**src/hw/rtl/uws_pkg.sv**
```systemverilog
// uws_pkg: shared constants and types for the unsigned word sorter.
// Used by uws_if.sv, uws_cell.sv and unsigned_word_sorter.sv; depends on nothing.
`timescale 1ns / 1ps

package uws_pkg;

  // Default number of sort cells; legal range is 2 to 64
  localparam int unsigned CAPACITY_DEF = 64;
  localparam int unsigned WORD_W       = 32;

  // Per-cycle operation applied to every cell of the chain
  typedef enum logic [1:0] {
    CELL_HOLD,
    CELL_INSERT,
    CELL_SHIFT
  } cell_op_t;

  // Control bundle sent from the top level to one cell
  typedef struct packed {
    cell_op_t op;
    logic     occupied;       // this cell holds a value
    logic     prev_occupied;  // the cell below holds a value (1 for cell 0)
  } cell_ctl_t;

endpackage : uws_pkg

```
**src/hw/rtl/uws_cell.sv**
```systemverilog
// uws_cell: one cell of the insertion chain, holding a single sorted word.
// Depends on uws_pkg for cell_ctl_t and the word width.
`timescale 1ns / 1ps

module uws_cell (
  input  logic                       clk,
  input  uws_pkg::cell_ctl_t         ctl,
  input  logic [uws_pkg::WORD_W-1:0] ins_value,     // word being inserted
  input  logic [uws_pkg::WORD_W-1:0] prev_value,    // value of the cell below
  input  logic                       prev_greater,  // cell below holds a larger word
  input  logic [uws_pkg::WORD_W-1:0] next_value,    // value of the cell above
  output logic [uws_pkg::WORD_W-1:0] value,
  output logic                       greater
);

  logic [uws_pkg::WORD_W-1:0] value_r;
  logic [uws_pkg::WORD_W-1:0] value_nxt;
  logic                       place;

  // Larger than the incoming word: this cell moves up by one
  assign greater = ctl.occupied && (value_r > ins_value);

  // New word lands here when the chain below is smaller or equal and this
  // cell is either larger or the first free one
  assign place = !prev_greater && ctl.prev_occupied && (greater || !ctl.occupied);

  always_comb begin
    value_nxt = value_r;
    case (ctl.op)
      uws_pkg::CELL_INSERT: begin
        if (prev_greater) begin
          value_nxt = prev_value;
        end else if (place) begin
          value_nxt = ins_value;
        end
      end
      uws_pkg::CELL_SHIFT: begin
        value_nxt = next_value;
      end
      default: begin
        value_nxt = value_r;
      end
    endcase
  end

  // Payload register, no reset needed
  always_ff @(posedge clk) begin
    value_r <= value_nxt;
  end

  assign value = value_r;

endmodule : uws_cell
```
**config.mk**
```make
export PLATFORM = sky130hd
export DESIGN_NAME = uws_cell
export DESIGN_NICKNAME = d
export VERILOG_FILES = /design/src/hw/rtl/uws_pkg.sv /design/src/hw/rtl/uws_cell.sv
export SDC_FILE = /design/constraint.sdc
export NUM_CORES = 1
export LEC_CHECK = 0
export BUFFER_PORTS_ARGS = -buffer_cell sky130_fd_sc_hd__buf_2
export CAP_MARGIN = 20
export CORE_MARGIN = 4
export CORE_UTILIZATION = 50
export CTS_BUF_LIST = sky130_fd_sc_hd__clkbuf_4
export DETAILED_ROUTE_END_ITERATION = 12
export GPL_ROUTABILITY_DRIVEN = 0
export PLACE_DENSITY = 0.95
export SLEW_MARGIN = 20
export SYNTH_ARGS = -nofsm -noshare
export SYNTH_HDL_FRONTEND = slang
export SYNTH_SLANG_ARGS = --single-unit
export TNS_END_PERCENT = 10
```
**constraint.sdc**
```tcl
create_clock -name clk -period 5.7 [get_ports clk]
set_clock_uncertainty 0.05 [all_clocks]
set_input_delay 0.855 -clock clk [delete_from_list [all_inputs] [get_ports clk]]
set_output_delay 0.855 -clock clk [all_outputs]
set_load 0.03 [all_outputs]
```
==> impl_metrics.json <==
{
  "ys_seq_area_share_pct": 38.1,
  "power.switching_w": 0.000223,
  "yosys.cell_count.top_type": "nand2_1",
  "multi_input_area_mm2": 0.00139,
  "async_reset_ff_share_pct": 0,
  "leakage_nw": 1.74,
  "drc_errors": 0,
  "synth_enable_flop_cells": 32,
  "cap_violations": 0,
  "synth-xor-area-share_pct": 0,
  "drv_slew": 0,
  "post_cts_buffers": 0,
  "tns_ns": 0,
  "p_comb_share_pct": 34.7,
  "clkLatencyLatePin_ns": 0.33,
  "finalNonFillerCells": 455,
  "powerDensity_mw_per_mm2": 199,
  "fin_crit_sh_pct": 62.1,
  "fp.coreArea_mm2": 0.00482,
  "die_h_um": 79.0,
  "first_pass_iters": 4,
  "grt_max_degree": 38,
  "grt_pass1_wl_mm": 10.5,
  "register_area_um2": 961,
  "synth_compound_area_share_pct": 14.0,
  "wire_per_inst_um": 14.6,
  "max_freq_mhz": 283,
  "grt.total_usage_pct": 21.1,
  "grtUsageMet2_pct": 41.6,
  "antenna_found_initial": 0,
  "clkTransAtPathRegs_ns": 0.09,
  "path_class": "in -> out",
  "htree_levels": 2,
  "synth_area_per_cell_um2": 9.93,
  "fin_util_pct": 69.1,
  "synth_mux_area_share_pct": 12.7,
  "grt_util_met3_pct": 4.54,
  "synth_top_family_by_area": "adder cells",
  "ff2ff_setup_slack_ns": 2.89,
  "cts_resized": 0,
  "cts_sinks": 32,
  "wl_mm": 6.66,
  "cts_buffers": 5,
  "cp.required_ns": 4.80,
  "setup_viol": 0,
  "viasPerCell": 5.18,
  "synth_ff_type": "edfxtp_1",
  "yosysUniqueCellTypes": 36,
  "cts_hold_buffers": 0,
  "dieArea_mm2": 0.00624,
  "use_met1_pct": 21.6,
  "io_buffers": 134,
  "grt_pass1_vias": 2413,
  "syn_to_final_growth_pct": 32.0,
  "seqPwrFrac_pct": 45.1,
  "placed_cells": 446,
  "largest_register_ffs": 32,
  "worst_pin_slew_ns": 0.666,
  "rsz0062_at_grt": "no",
  "synth-seq-cells": 32,
  "hold_viol": 0,
  "ir_worst_vdd_mv": 0.141,
  "synth_area_leaders": "edfxtp_1, ha_1, mux2i_1",
  "endpoint_kind": "primary output",
  "syn_area_mm2": 0.00252,
  "cts_tree": "done",
  "ant_nets": 0,
  "startpoint_type": "input pin",
  "yosysWarnings": 0,
  "slew_headroom_pct": 55.6,
  "path_max_fanout": 2,
  "hpwlAfterDp_mm": 5.55,
  "swShare_pct": 33.7,
  "top_usage_layer": "met2",
  "netlist.area_leader.share_pct": 38.1,
  "p_total_w": 0.000661,
  "gr-total-overflow": 0,
  "die-width_um": 79.0,
  "cp.arrival_ns": 2.63,
  "via_count": 2358,
  "drt_first_iter_violations": 40,
  "antennaDiodeCount": 0,
  "boundaryPins": 135,
  "fin_nets": 521,
  "synth_common_cells": "nand2_1, o21ai_0",
  "hp-class": "in -> reg",
  "rows": 25,
  "outcome": "finished clean",
  "clock_power_share_pct": 20.2,
  "synth_simple_gate_area_share_pct": 11.8,
  "period_needed_ns": 3.54,
  "start_util_pct": 52.3,
  "synthCells": 254,
  "cts_root_buf": "clkbuf_4",
  "internal_power_w": 0.000439,
  "cts_buffer_depth": 2,
  "synth_nets": 388,
  "drive_gt1_share_pct": 39.7,
  "fill_cells": 393,
  "synth_area_leader_cell": "edfxtp_1",
  "synth-adder-area-share_pct": 15.9
}
[power by group through the flow]
stage          clock network [W]  registers (W)  logic (W)
6_report                0.000134       0.000298   0.000229
5_1_grt                 0.000145       0.000301   0.000252
4_1_cts                 0.000136       0.000299   0.000227
3_5_place_dp                   0       0.000304   0.000225
3_3_place_gp                   0       0.000303   0.000215
2_1_floorplan                  0       0.000344   0.000101
[layer usage]
layer	up-vias	share of wire [%]
met3	8	6.9
met2	83	54
met4	0	1.0
li1	1182	-
met1	1085	38
met5	-	0
[placed cells by master (no fill, tap or decap), drive strengths merged, types with 2 or more instances in the layout]
cell type  count
buf          137
nand2         34
o21ai         33
inv           32
mux2i         32
ha            32
edfxtp        32
a21oi          8
clkbuf         7
nand4          7
a21o           5
nand3          3
nor2           3
a211oi         2
nor3b          2
nor2b          2
nor4           2
[area by class of cell]
class                   count  area share, %
clock inverters             1          0.113
clock buffers               7           1.58
well taps                  67           2.52
inverters                  32           3.61
flip-flops and latches     32           28.9
repair buffers            137           21.4
multi-input cells         179           41.9
[worst paths after layout]
check,from,end,cells after the start
worst min register to register,value[19],value[29],5
worst max-delay path,ins_value[25],greater,9
worst min-delay path,next_value[6],value[6],3
worst max register to register,value[31],value[21],7
[through the flow]
step	hold slack, ns	setup slack (ns)	instance area (um^2)
floorplan	0.992	1.51	2520
global placement	1.08	2.17	3240
CTS	0.735	2.18	3300
global route	0.751	2.09	3330
detailed placement	1.09	2.12	3240
finish	0.745	2.16	3330
[worst max-delay path, stage by stage]
cell	delay, ns
buf_2	0.10
inv_1	0.05
ha_1	0.31
a21o_1	0.17
a221o_1	0.33
a221oi_2	0.27
a22o_1	0.27
a21boi_1	0.08
buf_2	0.20
[logic make-up after synthesis]
kind of cell	Yosys count
AND/OR/NAND/NOR	56
AO/OA/AOI/OAI	59
multiplexers	32
buffers and inverters	43
flip-flops	32
adder cells (fa/ha/maj)	32
No activity file was read; power rests on OpenSTA's default activity.
